<file path="src/rtl/core/lcs_pkg.sv">
// shared types, constants and byte tables of the lcd command byte sequencer
package lcs_pkg;

  localparam int unsigned QueueDepth = 4;
  localparam int unsigned StepW      = 4;

  typedef enum logic [3:0] {
    CMD_WRITE      = 4'd0,
    CMD_ON         = 4'd1,
    CMD_OFF        = 4'd2,
    CMD_RESET      = 4'd3,
    CMD_NORMAL     = 4'd4,
    CMD_REVERSE    = 4'd5,
    CMD_ALLON      = 4'd6,
    CMD_ALLOFF     = 4'd7,
    CMD_ADC_NORM   = 4'd8,
    CMD_ADC_REV    = 4'd9,
    CMD_OUT_NORM   = 4'd10,
    CMD_OUT_REV    = 4'd11
  } cmd_e;

  typedef enum logic [1:0] {
    JOB_ERR  = 2'd0,
    JOB_ADDR = 2'd1,
    JOB_DATA = 2'd2
  } job_kind_e;

  typedef struct packed {
    logic       en;
    logic [7:0] val;
  } trail_t;

  typedef struct packed {
    job_kind_e  kind;
    logic [2:0] page;
    logic [6:0] column;
    logic [7:0] data;
    logic       init;
    trail_t     trail;
  } job_t;

  localparam logic [3:0] PageOp    = 4'hb;
  localparam logic [3:0] ColHighOp = 4'h1;
  localparam logic [3:0] ColLowOp  = 4'h0;

  localparam logic [StepW-1:0] StepAddrLast = StepW'(2);
  localparam logic [StepW-1:0] StepInitBase = StepW'(3);
  localparam logic [StepW-1:0] StepInitLast = StepW'(10);

  function automatic trail_t trail_of(input logic [3:0] cmd);
    trail_t t;
    t.en = 1'b1;
    unique case (cmd)
      CMD_ON:       t.val = 8'haf;
      CMD_OFF:      t.val = 8'hae;
      CMD_NORMAL:   t.val = 8'ha6;
      CMD_REVERSE:  t.val = 8'ha7;
      CMD_ALLON:    t.val = 8'ha5;
      CMD_ALLOFF:   t.val = 8'ha4;
      CMD_ADC_NORM: t.val = 8'ha0;
      CMD_ADC_REV:  t.val = 8'ha1;
      CMD_OUT_NORM: t.val = 8'hc0;
      CMD_OUT_REV:  t.val = 8'hc8;
      default: begin
        t.en  = 1'b0;
        t.val = 8'h00;
      end
    endcase
    return t;
  endfunction

  function automatic logic [7:0] init_byte(input logic [2:0] idx);
    logic [7:0] b;
    unique case (idx)
      3'd0: b = 8'ha0;
      3'd1: b = 8'h2f;
      3'd2: b = 8'ha2;
      3'd3: b = 8'hc8;
      3'd4: b = 8'h27;
      3'd5: b = 8'h81;
      3'd6: b = 8'h17;
      3'd7: b = 8'haf;
      default: b = 8'h00;
    endcase
    return b;
  endfunction

endpackage

</file>
<file path="src/rtl/core/lcs_front.sv">
// front end: accepts input words, tracks request state and issues jobs
module lcs_front (
  input  logic              clk_i,
  input  logic              rst_ni,
  input  logic              accept_i,
  input  logic              req_type_i,
  input  logic [3:0]        page_i,
  input  logic [7:0]        column_i,
  input  logic [3:0]        command_i,
  input  logic              has_payload_i,
  input  logic [7:0]        data_byte_i,
  input  logic              last_payload_i,
  output logic              push_o,
  output lcs_pkg::job_t     job_o
);

  logic [3:0] pending_q, pending_d;
  logic       awaiting_q, awaiting_d;
  logic       discard_q, discard_d;
  logic       in_range;
  logic       is_reset;
  lcs_pkg::trail_t hdr_trail;
  lcs_pkg::trail_t pay_trail;

  assign in_range  = (page_i[3] == 1'b0) && (column_i[7] == 1'b0);
  assign is_reset  = (command_i == lcs_pkg::CMD_RESET);
  assign hdr_trail = lcs_pkg::trail_of(command_i);
  assign pay_trail = lcs_pkg::trail_of(pending_q);

  always_comb begin
    pending_d    = pending_q;
    awaiting_d   = awaiting_q;
    discard_d    = discard_q;
    push_o       = 1'b0;
    job_o.kind   = lcs_pkg::JOB_ADDR;
    job_o.page   = page_i[2:0];
    job_o.column = column_i[6:0];
    job_o.data   = data_byte_i;
    job_o.init   = 1'b0;
    job_o.trail  = '0;
    if (accept_i) begin
      if (req_type_i == 1'b0) begin
        push_o     = 1'b1;
        pending_d  = '0;
        awaiting_d = 1'b0;
        discard_d  = 1'b0;
        if (!in_range) begin
          job_o.kind = lcs_pkg::JOB_ERR;
          discard_d  = has_payload_i;
        end else if (is_reset) begin
          job_o.init = 1'b1;
          discard_d  = has_payload_i;
        end else if (has_payload_i) begin
          pending_d  = command_i;
          awaiting_d = 1'b1;
        end else begin
          job_o.trail = hdr_trail;
        end
      end else if (awaiting_q) begin
        push_o     = 1'b1;
        job_o.kind = lcs_pkg::JOB_DATA;
        if (last_payload_i) begin
          job_o.trail = pay_trail;
          awaiting_d  = 1'b0;
          pending_d   = '0;
        end
      end else if (discard_q && last_payload_i) begin
        discard_d = 1'b0;
      end
    end
  end

  always_ff @(posedge clk_i or negedge rst_ni) begin
    if (!rst_ni) begin
      pending_q  <= '0;
      awaiting_q <= 1'b0;
      discard_q  <= 1'b0;
    end else begin
      pending_q  <= pending_d;
      awaiting_q <= awaiting_d;
      discard_q  <= discard_d;
    end
  end

endmodule

</file>
<file path="src/rtl/core/lcs_queue.sv">
// job queue between front end and byte sequencer
module lcs_queue #(
  parameter int unsigned Depth = lcs_pkg::QueueDepth
) (
  input  logic          clk_i,
  input  logic          rst_ni,
  input  logic          push_i,
  input  lcs_pkg::job_t job_i,
  output logic          full_o,
  input  logic          pop_i,
  output logic          valid_o,
  output lcs_pkg::job_t job_o
);

  localparam int unsigned PtrW = (Depth > 1) ? $clog2(Depth) : 1;
  localparam int unsigned CntW = $clog2(Depth + 1);
  localparam logic [PtrW-1:0] PtrLast = PtrW'(Depth - 1);

  lcs_pkg::job_t   mem_q [Depth];
  logic [PtrW-1:0] wr_ptr_q, wr_ptr_d;
  logic [PtrW-1:0] rd_ptr_q, rd_ptr_d;
  logic [CntW-1:0] count_q, count_d;
  logic            do_push;
  logic            do_pop;

  assign full_o  = (count_q == CntW'(Depth));
  assign valid_o = (count_q != '0);
  assign job_o   = mem_q[rd_ptr_q];
  assign do_push = push_i && !full_o;
  assign do_pop  = pop_i && valid_o;

  always_comb begin
    wr_ptr_d = wr_ptr_q;
    rd_ptr_d = rd_ptr_q;
    count_d  = count_q;
    if (do_push) begin
      wr_ptr_d = (wr_ptr_q == PtrLast) ? '0 : wr_ptr_q + PtrW'(1);
    end
    if (do_pop) begin
      rd_ptr_d = (rd_ptr_q == PtrLast) ? '0 : rd_ptr_q + PtrW'(1);
    end
    if (do_push && !do_pop) begin
      count_d = count_q + CntW'(1);
    end else if (do_pop && !do_push) begin
      count_d = count_q - CntW'(1);
    end
  end

  always_ff @(posedge clk_i or negedge rst_ni) begin
    if (!rst_ni) begin
      wr_ptr_q <= '0;
      rd_ptr_q <= '0;
      count_q  <= '0;
    end else begin
      wr_ptr_q <= wr_ptr_d;
      rd_ptr_q <= rd_ptr_d;
      count_q  <= count_d;
    end
  end

  always_ff @(posedge clk_i) begin
    if (do_push) begin
      mem_q[wr_ptr_q] <= job_i;
    end
  end

endmodule

</file>
<file path="src/rtl/core/lcs_back.sv">
// back end: expands each job into output words through a step counter
module lcs_back (
  input  logic          clk_i,
  input  logic          rst_ni,
  input  logic          job_valid_i,
  input  lcs_pkg::job_t job_i,
  output logic          pop_o,
  output logic          out_valid_o,
  input  logic          out_ready_i,
  output logic [7:0]    out_byte_o,
  output logic          is_display_data_o,
  output logic          last_of_run_o,
  output logic          range_error_o
);

  localparam int unsigned StepW = lcs_pkg::StepW;

  logic [StepW-1:0] step_q, step_d;
  logic [StepW-1:0] final_step;
  logic [StepW-1:0] init_off;
  logic             load;
  logic             fire;
  logic             last;
  logic [7:0]       cur_byte;
  logic             cur_dd;
  logic             cur_err;
  logic             valid_q;
  logic [7:0]       byte_q;
  logic             dd_q;
  logic             last_q;
  logic             err_q;

  assign load     = !valid_q || out_ready_i;
  assign fire     = load && job_valid_i;
  assign init_off = step_q - lcs_pkg::StepInitBase;

  always_comb begin
    final_step = '0;
    cur_byte   = 8'h00;
    cur_dd     = 1'b0;
    cur_err    = 1'b0;
    unique case (job_i.kind)
      lcs_pkg::JOB_ERR: begin
        cur_err = 1'b1;
      end
      lcs_pkg::JOB_DATA: begin
        final_step = job_i.trail.en ? StepW'(1) : '0;
        if (step_q == '0) begin
          cur_byte = job_i.data;
          cur_dd   = 1'b1;
        end else begin
          cur_byte = job_i.trail.val;
        end
      end
      lcs_pkg::JOB_ADDR: begin
        if (job_i.init) begin
          final_step = lcs_pkg::StepInitLast + StepW'(job_i.trail.en);
        end else begin
          final_step = lcs_pkg::StepAddrLast + StepW'(job_i.trail.en);
        end
        if (step_q == '0) begin
          cur_byte = {lcs_pkg::PageOp, 1'b0, job_i.page};
        end else if (step_q == StepW'(1)) begin
          cur_byte = {lcs_pkg::ColLowOp, job_i.column[3:0]};
        end else if (step_q == lcs_pkg::StepAddrLast) begin
          cur_byte = {lcs_pkg::ColHighOp, 1'b0, job_i.column[6:4]};
        end else if (job_i.init && step_q <= lcs_pkg::StepInitLast) begin
          cur_byte = lcs_pkg::init_byte(init_off[2:0]);
        end else begin
          cur_byte = job_i.trail.val;
        end
      end
      default: begin
        cur_err = 1'b1;
      end
    endcase
  end

  assign last  = (step_q == final_step);
  assign pop_o = fire && last;

  always_comb begin
    step_d = step_q;
    if (fire) begin
      step_d = last ? '0 : step_q + StepW'(1);
    end
  end

  always_ff @(posedge clk_i or negedge rst_ni) begin
    if (!rst_ni) begin
      step_q  <= '0;
      valid_q <= 1'b0;
    end else begin
      step_q <= step_d;
      if (load) begin
        valid_q <= job_valid_i;
      end
    end
  end

  always_ff @(posedge clk_i) begin
    if (fire) begin
      byte_q <= cur_byte;
      dd_q   <= cur_dd;
      last_q <= last;
      err_q  <= cur_err;
    end
  end

  assign out_valid_o       = valid_q;
  assign out_byte_o        = byte_q;
  assign is_display_data_o = dd_q;
  assign last_of_run_o     = last_q;
  assign range_error_o     = err_q;

endmodule

</file>
<file path="src/rtl/core/lcd_command_byte_sequencer_top.sv">
// top level of the lcd command byte sequencer
// the first output word is held in the job queue and then in the output register after the input word is accepted
// throughput: one output word per cycle while out_ready_i is high; a payload word gives one or two output words,
// a header one to eleven, one output word per step of the step counter
// input is taken while the job queue has room, so headers stall it as they drain
// reset clears request state, queue, step counter and output valid flag; no clearing pass
module lcd_command_byte_sequencer_top #(
  parameter int unsigned QueueDepth = lcs_pkg::QueueDepth
) (
  input  logic       clk_i,
  input  logic       rst_ni,
  input  logic       in_valid_i,
  output logic       in_ready_o,
  input  logic       req_type_i,
  input  logic [3:0] page_i,
  input  logic [7:0] column_i,
  input  logic [3:0] command_i,
  input  logic       has_payload_i,
  input  logic [7:0] data_byte_i,
  input  logic       last_payload_i,
  output logic       out_valid_o,
  input  logic       out_ready_i,
  output logic [7:0] out_byte_o,
  output logic       is_display_data_o,
  output logic       last_of_run_o,
  output logic       range_error_o
);

  logic          accept;
  logic          push;
  logic          full;
  logic          pop;
  logic          job_valid;
  lcs_pkg::job_t front_job;
  lcs_pkg::job_t head_job;

  assign in_ready_o = !full;
  assign accept     = in_valid_i && in_ready_o;

  lcs_front u_front (
    .clk_i          (clk_i),
    .rst_ni         (rst_ni),
    .accept_i       (accept),
    .req_type_i     (req_type_i),
    .page_i         (page_i),
    .column_i       (column_i),
    .command_i      (command_i),
    .has_payload_i  (has_payload_i),
    .data_byte_i    (data_byte_i),
    .last_payload_i (last_payload_i),
    .push_o         (push),
    .job_o          (front_job)
  );

  lcs_queue #(
    .Depth (QueueDepth)
  ) u_queue (
    .clk_i   (clk_i),
    .rst_ni  (rst_ni),
    .push_i  (push),
    .job_i   (front_job),
    .full_o  (full),
    .pop_i   (pop),
    .valid_o (job_valid),
    .job_o   (head_job)
  );

  lcs_back u_back (
    .clk_i             (clk_i),
    .rst_ni            (rst_ni),
    .job_valid_i       (job_valid),
    .job_i             (head_job),
    .pop_o             (pop),
    .out_valid_o       (out_valid_o),
    .out_ready_i       (out_ready_i),
    .out_byte_o        (out_byte_o),
    .is_display_data_o (is_display_data_o),
    .last_of_run_o     (last_of_run_o),
    .range_error_o     (range_error_o)
  );

`ifndef NO_ASSERTIONS
  a_err_word: assert property (@(posedge clk_i) disable iff (!rst_ni)
    out_valid_o && range_error_o |->
      last_of_run_o && !is_display_data_o && out_byte_o == 8'h00)
    else $error("error word malformed");

  a_pop_has_job: assert property (@(posedge clk_i) disable iff (!rst_ni)
    pop |-> job_valid)
    else $error("pop from empty queue");

  a_push_room: assert property (@(posedge clk_i) disable iff (!rst_ni)
    push |-> !full)
    else $error("push into full queue");

  a_pop_sets_out: assert property (@(posedge clk_i) disable iff (!rst_ni)
    pop |=> out_valid_o && last_of_run_o)
    else $error("job end without last word");
`endif

endmodule
</file>
<file path="config.mk">
export PLATFORM = sky130hd
export DESIGN_NAME = lcd_command_byte_sequencer_top
export DESIGN_NICKNAME = d
export VERILOG_FILES = /design/src/rtl/core/lcs_pkg.sv /design/src/rtl/core/lcs_front.sv /design/src/rtl/core/lcs_queue.sv /design/src/rtl/core/lcs_back.sv /design/src/rtl/core/lcd_command_byte_sequencer_top.sv
export SDC_FILE = /design/constraint.sdc
export NUM_CORES = 1
export LEC_CHECK = 0
export ABC_CLOCK_PERIOD_IN_PS = 4220
export CELL_PAD_IN_SITES_DETAIL_PLACEMENT = 1
export CELL_PAD_IN_SITES_GLOBAL_PLACEMENT = 2
export CORE_MARGIN = 2
export CORE_UTILIZATION = 45
export CTS_CLUSTER_SIZE = 8
export DETAILED_ROUTE_END_ITERATION = 12
export DONT_BUFFER_PORTS = 1
export HOLD_SLACK_MARGIN = 0.05
export PLACE_DENSITY = 0.85
export SETUP_SLACK_MARGIN = 0.15
export SYNTH_ARGS = -nofsm -noshare
export SYNTH_HDL_FRONTEND = slang
export SYNTH_SLANG_ARGS = --single-unit
</file>
<file path="constraint.sdc">
create_clock -name clk_i -period 4.22 [get_ports clk_i]
set_input_delay 0.844 -clock clk_i [delete_from_list [all_inputs] [get_ports clk_i]]
set_output_delay 0.844 -clock clk_i [all_outputs]
set_load 0.05 [all_outputs]
</file>
==> results of run 1 <==
## path summary, 6_finish.rpt
| check | start | end | cells past startpoint |
|---|---|---|---|
| worst max register to register | u_queue.rd_ptr_q[0] | u_queue.count_q[1] | 11 |
| worst max-delay path | u_queue.rd_ptr_q[0] | u_queue.count_q[1] | 11 |
| min in group clk_i | column_i[1] | u_queue.mem_q[1][19] | 0 |
| worst min register to register | u_queue.count_q[2] | u_queue.count_q[2] | 1 |
| worst min-delay path | rst_ni | u_back.step_q[0] | 0 |
| max in group asynchronous | rst_ni | u_queue.rd_ptr_q[0] | 0 |
## layout by cell type (no fill, tap or decap), drive strengths merged, types with 4 or more instances in the layout
master / netlist / final
ha: 21 / 21
nor2b: 4 / 4
o21ai: 10 / 10
dfrtp: 17 / 17
edfxtp: 123 / 123
clkbuf: 12 / 17
inv: 17 / 23
xor2: 6 / 6
nor3: 9 / 9
a21oi: 21 / 21
a31oi: 6 / 6
nand2: 23 / 23
xnor2: 4 / 4
nor2: 26 / 26
nand3: 6 / 6
buf: 5 / 6
a22oi: 7 / 7
nand2b: 5 / 5
and2: 10 / 10
clkinvlp: 0 / 5
o31ai: 4 / 4
mux2: 6 / 6
mux2i: 4 / 4
mux4: 28 / 28
clkinv: 0 / 4
a22o: 6 / 6
## per-layer routing
layer / global-route usage [%] / vias to the layer above / share of wire (%)
met5: 0 / - / 0
met4: 7.46 / 0 / 1.4
met3: 4.94 / 16 / 4.1
met2: 30.8 / 89 / 50
met1: 25.6 / 1845 / 44
li1: - / 1660 / -
## metrics by stage
| step | instance area, µm² | total power, mW | cells | util (%) |
|---|---|---|---|---|
| 2_1_floorplan | 6400 | 3.21 | 421 | - |
| 3_3_place_gp | 6600 | 3.54 | 590 | 47.6 |
| 3_5_place_dp | 6600 | 3.60 | 590 | 47.6 |
| 4_1_cts | 7140 | 4.96 | 622 | 51.5 |
| 5_1_grt | 7140 | 5.18 | 622 | 51.5 |
| 6_report | 7140 | 4.90 | 622 | 51.5 |
## power breakdown
group          switching [mW]  total, mW  leakage [nW]  internal, mW
registers               0.354       2.14          1.35          1.78
logic                   0.808       1.42         0.828         0.615
clock network           0.586       1.34         0.250         0.758
total                    1.75       4.90          2.43          3.16
## layout make-up
cell class | instances | area share [%]
Multi-Input combinational cell | 247 | 30.1
Timing Repair Buffer | 6 | 0.631
Sequential cell | 140 | 57.7
Inverter | 17 | 0.893
Clock inverter | 15 | 1.59
Tap cell | 180 | 3.15
Clock buffer | 17 | 5.96
## registers in the layout (all words and copies together) (netlist names), 2 cells and up
| name | cells |
|---|---|
| u_back.out_byte_o | 8 |
| u_back.step_q | 4 |
| u_front.pending_q | 4 |
| u_queue.count_q | 3 |
| u_queue.mem_q | 112 |
| u_queue.rd_ptr_q | 2 |
| u_queue.wr_ptr_q | 2 |
## logic make-up after synthesis
logic type      synth area share [%]
fa+ha+maj                       4.42
compound gates                  8.58
mux                             11.5
flops                           64.3
xor+xnor                        1.37
buf+inv                         2.11
simple gates                    7.66
## worst max-delay path, stage by stage, from the launching register on
cell      delay, ps
dfrtp_2         520
mux4_2          560
ha_1            450
o21ba_2         210
and3_1          170
or3_4           380
a211oi_4        260
inv_1            90
ha_1            240
inv_1            80
fa_1            400
mux2_2          280
==> results by stage, run 1 <==
Status:
- The flow ran to the end, and the final reports show no timing, DRC or antenna violations.

Clock network:
- The number of buffers added to fix hold violations after cts is 0.
- The CTS tree is done.
- The count of buffers added by post-CTS timing repair for setup is 0.
- In this run, post-CTS repair resized a total of 0 instances.
- The maximum clock path buffer count is 2.
- The clock sink total is 140.
- The TritonCTS buffer count is 17.
- The clock-pin slew on the worst setup and hold paths is approximately 60 ps.
- Clock tree synthesis selected as its root buffer the cell clkbuf_16.
- The clock insertion delay at the later pin of the skew report is roughly 420 ps.
- The H-tree generated during clock tree synthesis spans 4 levels.

Timing:
- In this run the tightest slew margin relative to its limit is roughly 53%.
- The hold violation count in the final report is 0.
- Setup violations remaining at the end of the flow were counted as 0.
- Clock skew on the completed layout was measured at 10.4 ps.
- The post-route fraction of the period consumed by the critical path is 89.0%.
- The worst path meets setup with approximately 460 ps of slack.
- Subtracting the final worst setup slack from the clock period gives around 3800 ps.
- For the pin with the worst max-slew slack, the measured transition is between 600 and 700 ps.
- Hold is met by around 120 ps.
- Setup total negative slack on the finished layout was measured at 0 ps.
- The max-slew violation count is 0.
- The highest achievable clock rate is roughly 270 MHz.
- Setup repair after global routing left no endpoint under its margin.

Setup path:
- The largest fanout on the critical path is 10.
- STA classifies the critical path startpoint as a flop.
- The endpoint type of the worst setup path is a flop.
- The critical path data required time is ~4500 ps.
- The critical path class is flop to flop.
- The setup slack of the most critical reg-to-reg path is 460 ps.
- At the worst endpoint, the arrival time is between 4000 and 5000 ps.

Finish:
- After the last flow step, the layout net total stands at between 400 and 500.
- The share of cells above drive strength 1 is 17.6%.
- The count of fill cells added during filler insertion is approximately 1400.
- The total area of sequential cells is slightly above 4000 µm².
- The combined area of the multi-input logic cells is between 2000 and 2500 µm².
- The number of antenna diodes in the final layout is 0.
- The layout-stage area growth over the synthesis result is 11.5%.

Logic synthesis:
- Of the post-synthesis cell area, the dominant cell type holds between 50% and 60%.
- The sequential share of the synthesized area is 64.3%.
- The proportion of register bits with asynchronous set or reset after synthesis is 12.1%.
- The leading area contributor after synthesis is edfxtp_1.
- The number of instances in the synthesized netlist is 421.
- For this run, the leading register cell type out of synthesis is edfxtp_1.
- The leading cell type by number of instances after synthesis is edfxtp_1.
- Averaged over all synthesized cells, the footprint is about 15 µm².
- The number of library cell types mapped by synthesis is 52.
- After synthesis, the cell types taking the most area are edfxtp_1 (58%), mux4_2 (9.8%), dfrtp_1 (6.6%).
- In this run the cell area of the synthesized design comes to 6400 µm².
- The count of yosys warnings during synthesis is 0.
- By count the netlist is led by edfxtp_1 (123), mux4_2 (28), nor2_1 (26), nand2_1 (23).
- The number of enable-type register cells in the synthesized netlist is 123.
- Synthesis produced a netlist with a net count of roughly 470.
- Counting flops and latches in the post-synthesis netlist gives 140.

Power:
- The largest vdd supply drop is ~310 µV.
- The standby leakage power is between 2 and 2.5 nW.
- Dividing total power by cell area gives a power density of 687 nW/µm².

Die:
- The area of the core is roughly 14000 µm².
- The initial standard-cell utilization of the core is between 40 and 50%.
- The number of top-level pins is 44.
- The die covers 15200 µm².
- From bottom edge to top edge, the die measures 123 µm.
- Measured along the x axis, the die boundary spans 123 µm.
- The initialized floorplan defines 43 standard-cell rows.

GRT:
- Global routing used roughly a fifth of the available tracks across all layers.
- The first global-routing pass estimated approximately 22000 µm of wire.
- The maximum number of pins on one net before global-route repair is 29.
- The via count of the first global-routing pass is ~3900.
- Summed over all layers, the global routing overflow is 0.
- The number of antenna violations at the first check in global routing came to 0.

Routing:
- The detail route stage leaves a number of antenna-violating nets equal to 0.
- For this run, the detailed router's first-pass iteration total came to 4.
- The detailed-route via count is about 3600.
- The number of remaining DRC errors is 0.
- The average wire per standard cell is roughly 21 µm.
- The number of DRC markers in iteration 0 is between 200 and 300.
- Summed over all layers, the routed wires come to about 13000 µm.
- Dividing the detail-routed via count by the number of cells gives between 5 and 6.

Placement:
- The total of buffers placed on input and output ports is 0.
- Before CTS, the worst setup slack after placement is around 470 ps.
- The final estimated routing congestion in global placement is 0.846.
- The half-perimeter wire length of the detailed placement result is 9260 µm.

Job:
- The max-capacitance violation count is 0.

Hold path:
- The classification of the worst-slack hold path is input port to async pin.
(Power assumes the default switching activity.)
==> run 2, diff against run 1 <==
ABC_AREA = 1   (was default)
CORE_UTILIZATION = 42   (was 45)
PLACE_DENSITY = 0.87   (was 0.85)
==> results by stage, run 2 <==
Timing:
- For the finished layout, the period the worst path requires is about 3400 ps.
- The slack of the critical path is between 800 and 900 ps.
- The max-slew violation count was 0.
- Across all hold checks on the routed design, the worst slack comes to 113 ps.
- The hold violation count in the final report is 0.
- The highest achievable clock rate is 296 MHz.
- The transition time of the tightest slew-check pin is ~600 ps.
- In the finished design, the share of the clock period the worst path needs comes to 80.0%.
- The worst slew margin relative to its limit is about three fifths.
- The final setup violation count is 0.
- Setup repair after global routing left no endpoint under its margin.
- The setup skew after layout is about 12 ps.
- After routing, the total negative slack on setup checks comes to 0 ps.

Finish:
- The layout-stage area growth over the synthesis result is 11.4%.
- Cells with a size suffix above 1 make up about a tenth of the layout.
- The number of flip-flops in the largest register is around 110.
- In the layout the commonest cells are nand2_1 (151), edfxtp_1 (123), inv_1 (63).
- The combined area of the multi-input logic cells is ~2100 µm².
- The core utilization of the finished layout is about half.
- The number of inserted diodes is 0.
- The post-layout instance count excluding filler cells is between 800 and 900.
- The count of fill cells added during filler insertion is ~1700.
- The final net count is just under 700.
- The total area of sequential cells is ~4100 µm².
- The leading cell type in the layout, fill and taps excluded is nand2_1.
- Ranked by flip-flop count, first place goes to u_queue.mem_q.

Setup path:
- The critical path class is flop to flop.
- The largest single stage delay on the critical path is 400 ps.
- The data arrival at the endpoint of the critical path is ~3700 ps.
- Counting stages on the worst path, the most repeated cell is inv_1.
- The startpoint of the worst-slack reg-to-reg timing path is u_queue.rd_ptr_q[1].
- The number of cells on the worst reg-to-reg path is 17.
- Traced cell by cell, the critical path runs through inv_1 > buf_4 > a32oi_1 > inv_1 > ha_1 > inv_1 > a21oi_1 > nand2_1 > nand2_1 > nand2_1 > nand3_4 > ha_1 > inv_1 > fa_1 > a21oi_1 > o21ai_0 > xor2_1.
- The worst setup path is captured at a flop.
- The worst-path cell with the longest stage delay is fa_1.
- STA classifies the critical path startpoint as a flop.
- The start point of the critical path is u_queue.rd_ptr_q[1].
- The largest fanout on the critical path is 26.
- Data on the critical path is required at its endpoint by 4520 ps.
- In this run the register-to-register setup slack is 840 ps.

Placement:
- The final estimated routing congestion in global placement is about 0.86.
- The half-perimeter wire length of the detailed placement result is between 10000 and 15000 µm.
- The placement-stage worst setup slack is between 900 and 1000 ps.
- The total of buffers placed on input and output ports is 0.
- After detailed placement, the design holds a cell count of 833.

Routing:
- The first detailed-routing pass took 5 iterations.
- The count of nets left with antenna violations once routing finished came out at 0.
- The detailed-route via count is 4499.
- After detailed routing, the average wire length per cell comes to 18.2 µm.
- After detailed routing, the number of remaining DRC violations is 0.
- For this block, the routed nets add up to 15700 µm of wire.
- The number of DRC markers in iteration 0 is between 300 and 400.
- The average via count per standard cell is around 5.2.

Logic synthesis:
- The commonest cells after synthesis are nand2_1 (151), edfxtp_1 (123), inv_1 (63), nor2_1 (55), o21ai_0 (45).
- The number of instances in the synthesized netlist is ~630.
- For this run, the number of Yosys warnings is 0.
- The adder-cell share of the synthesized area is 4.27%.
- The most used flip-flop cell after synthesis is edfxtp_1.
- The area share of the largest cell type after synthesis is between 50% and 60%.
- The basic-gate share of the synthesized area counting and, or, nand and nor cells is between 10% and 20%.
- After synthesis the netlist holds a flip-flop and latch count of 140.
- Synthesis instantiated 44 different standard cells from the library.
- In the synthesized netlist the async set-or-reset flop fraction comes to between 10% and 20%.
- Sorting the synthesized cells by area gives the leading types as edfxtp_1 (56%), nand2_1 (8.6%), dfrtp_1 (6.4%).
- The mapped cell area is approximately 6600 µm².
- After Yosys synthesis, XOR and XNOR cells account for 0.397% of the synthesized area.
- Measured against the total synthesized area, the mux share comes to 0%.
- Yosys mapped a number of flops with a built-in enable equal to about 120.
- Dividing the synthesized area by the synthesized cell count gives between 10 and 15 µm².
- The leading area contributor after synthesis is edfxtp_1.
- The post-synthesis net count is ~690.
- The leading cell type by number of instances after synthesis is nand2_1.
- The area fraction in compound gates after synthesis is 9.50%.
- The sequential share of the synthesized area is between 60 and 70%.
- By area, the combinational part of the netlist is dominated by simple AND/OR/NAND/NOR gates.

Clock network:
- Post-CTS timing repair inserted 0 buffers for setup.
- The number of H-tree levels is 4.
- After clock tree synthesis, the clock-pin slew on the worst setup and hold paths is 60 ps.
- The TritonCTS buffer count is 17.
- The number of hold buffers added after CTS was 0.
- The number of gates resized after CTS was 0.
- The maximum clock path buffer count is 2.
- The clock sink total is between 100 and 150.
- The clock tree root buffer cell is clkbuf_16.
- The CTS tree is done.
- The clock insertion delay at the later pin of the skew report is between 400 and 500 ps.

Die:
- The area of the core is 15300 µm².
- The die is 130 µm tall.
- The die covers between 15000 and 20000 µm².
- The floorplan has between 40 and 50 rows.
- between 40 and 50 I/O pins were placed.
- The horizontal die dimension is about 130 µm.
- The initial standard-cell utilization of the core is between 40% and 50%.

Power:
- The largest vdd supply drop is between 300 and 400 µV.
- In this run the power density over the cells is around 730 nW/µm².
- The analysis attributes to cell leakage a power of roughly 2.9 nW.

GRT:
- The global-route congestion overflow total is 0.
- For met2 alone, demand over resource in global routing was 32.4%.
- The global-route wire length before repair is between 20000 and 30000 µm.
- Entering global routing, the biggest net connects 52 pins.
- The most congested layer reported by global routing is met2.
- The met1 layer usage reported by global route is about a quarter.
- For this run, global-route usage on met3 was measured as 5.66%.
- The number of antenna violations at the first check in global routing is 1.
- The total track usage is between 20% and 30%.
- The via count of the first global-routing pass came to slightly below 5000.

Status:
- The flow ran to the end, and the final reports show no timing, DRC or antenna violations.

Job:
- Max-cap violations in this run came to 0.

Hold path:
- The worst hold path belongs to the class input port to async pin.
## run 2: cell count changes after synthesis, sizes merged, moves of 11 or more
cell    delta
nand2    +134
inv       +49
o21ai     +47
nand3     +41
nor2      +35
mux4      -28
buf       +13
clkbuf    -11
## run 2: cells by family (layout without fill, tap and decap cells)
| group | after synthesis | after routing |
|---|---|---|
| buffers and inverters | 86 | 106 |
| xor gates and xnor gates | 3 | 3 |
| and+or+nand+nor | 274 | 274 |
| AOI/OAI and AO/OA | 108 | 108 |
| adders and majority gates | 22 | 22 |
| DFF | 140 | 140 |
## run 2: per-layer routing
metal  vias to the layer above  part of all wire, %
met5                         -                    0
met1                      2212                   46
met4                         0                  1.7
met2                        92                   48
met3                        26                  4.3
li1                       2169                    -
## run 2: path summary, 6_finish.rpt
kind | endpoint
setup / recovery | u_queue.count_q[2]
setup reg to reg | u_queue.count_q[2]
hold / removal | u_back.out_valid_o
hold reg to reg | u_queue.count_q[0]
max in group asynchronous | u_front.pending_q[0]
min in group clk_i | u_queue.mem_q[3][13]
## run 2: per-stage QoR
stage	cell area (µm²)	power, mW
floorplan	6620	3.50
global placement	6820	3.92
detailed placement	6820	4.00
CTS	7380	5.43
global route	7380	5.74
finish	7380	5.39
## run 2: critical path, delay by kind of cell, from the launching register on
family	cells	cell delay (ps)
buffers and inverters	5	830
adders and majority gates	3	810
AOI/OAI and AO/OA	4	700
DFF	1	390
and+or+nand+nor	4	390
xor gates and xnor gates	1	150
## run 2: where the power goes
part	total, mW	internal, mW	switching [mW]
sequential	2.10	1.79	0.311
clock	1.42	0.863	0.552
combinational	1.87	0.545	1.33
total	5.39	3.20	2.19
## run 2: final cells by class
type / instances / share of cell area, %
flip-flops and latches: 140 / 55.8
well taps: 211 / 3.58
multi-input cells: 407 / 28.8
clock buffers: 20 / 5.92
clock inverters: 11 / 1.63
repair buffers: 8 / 0.814
inverters: 67 / 3.43
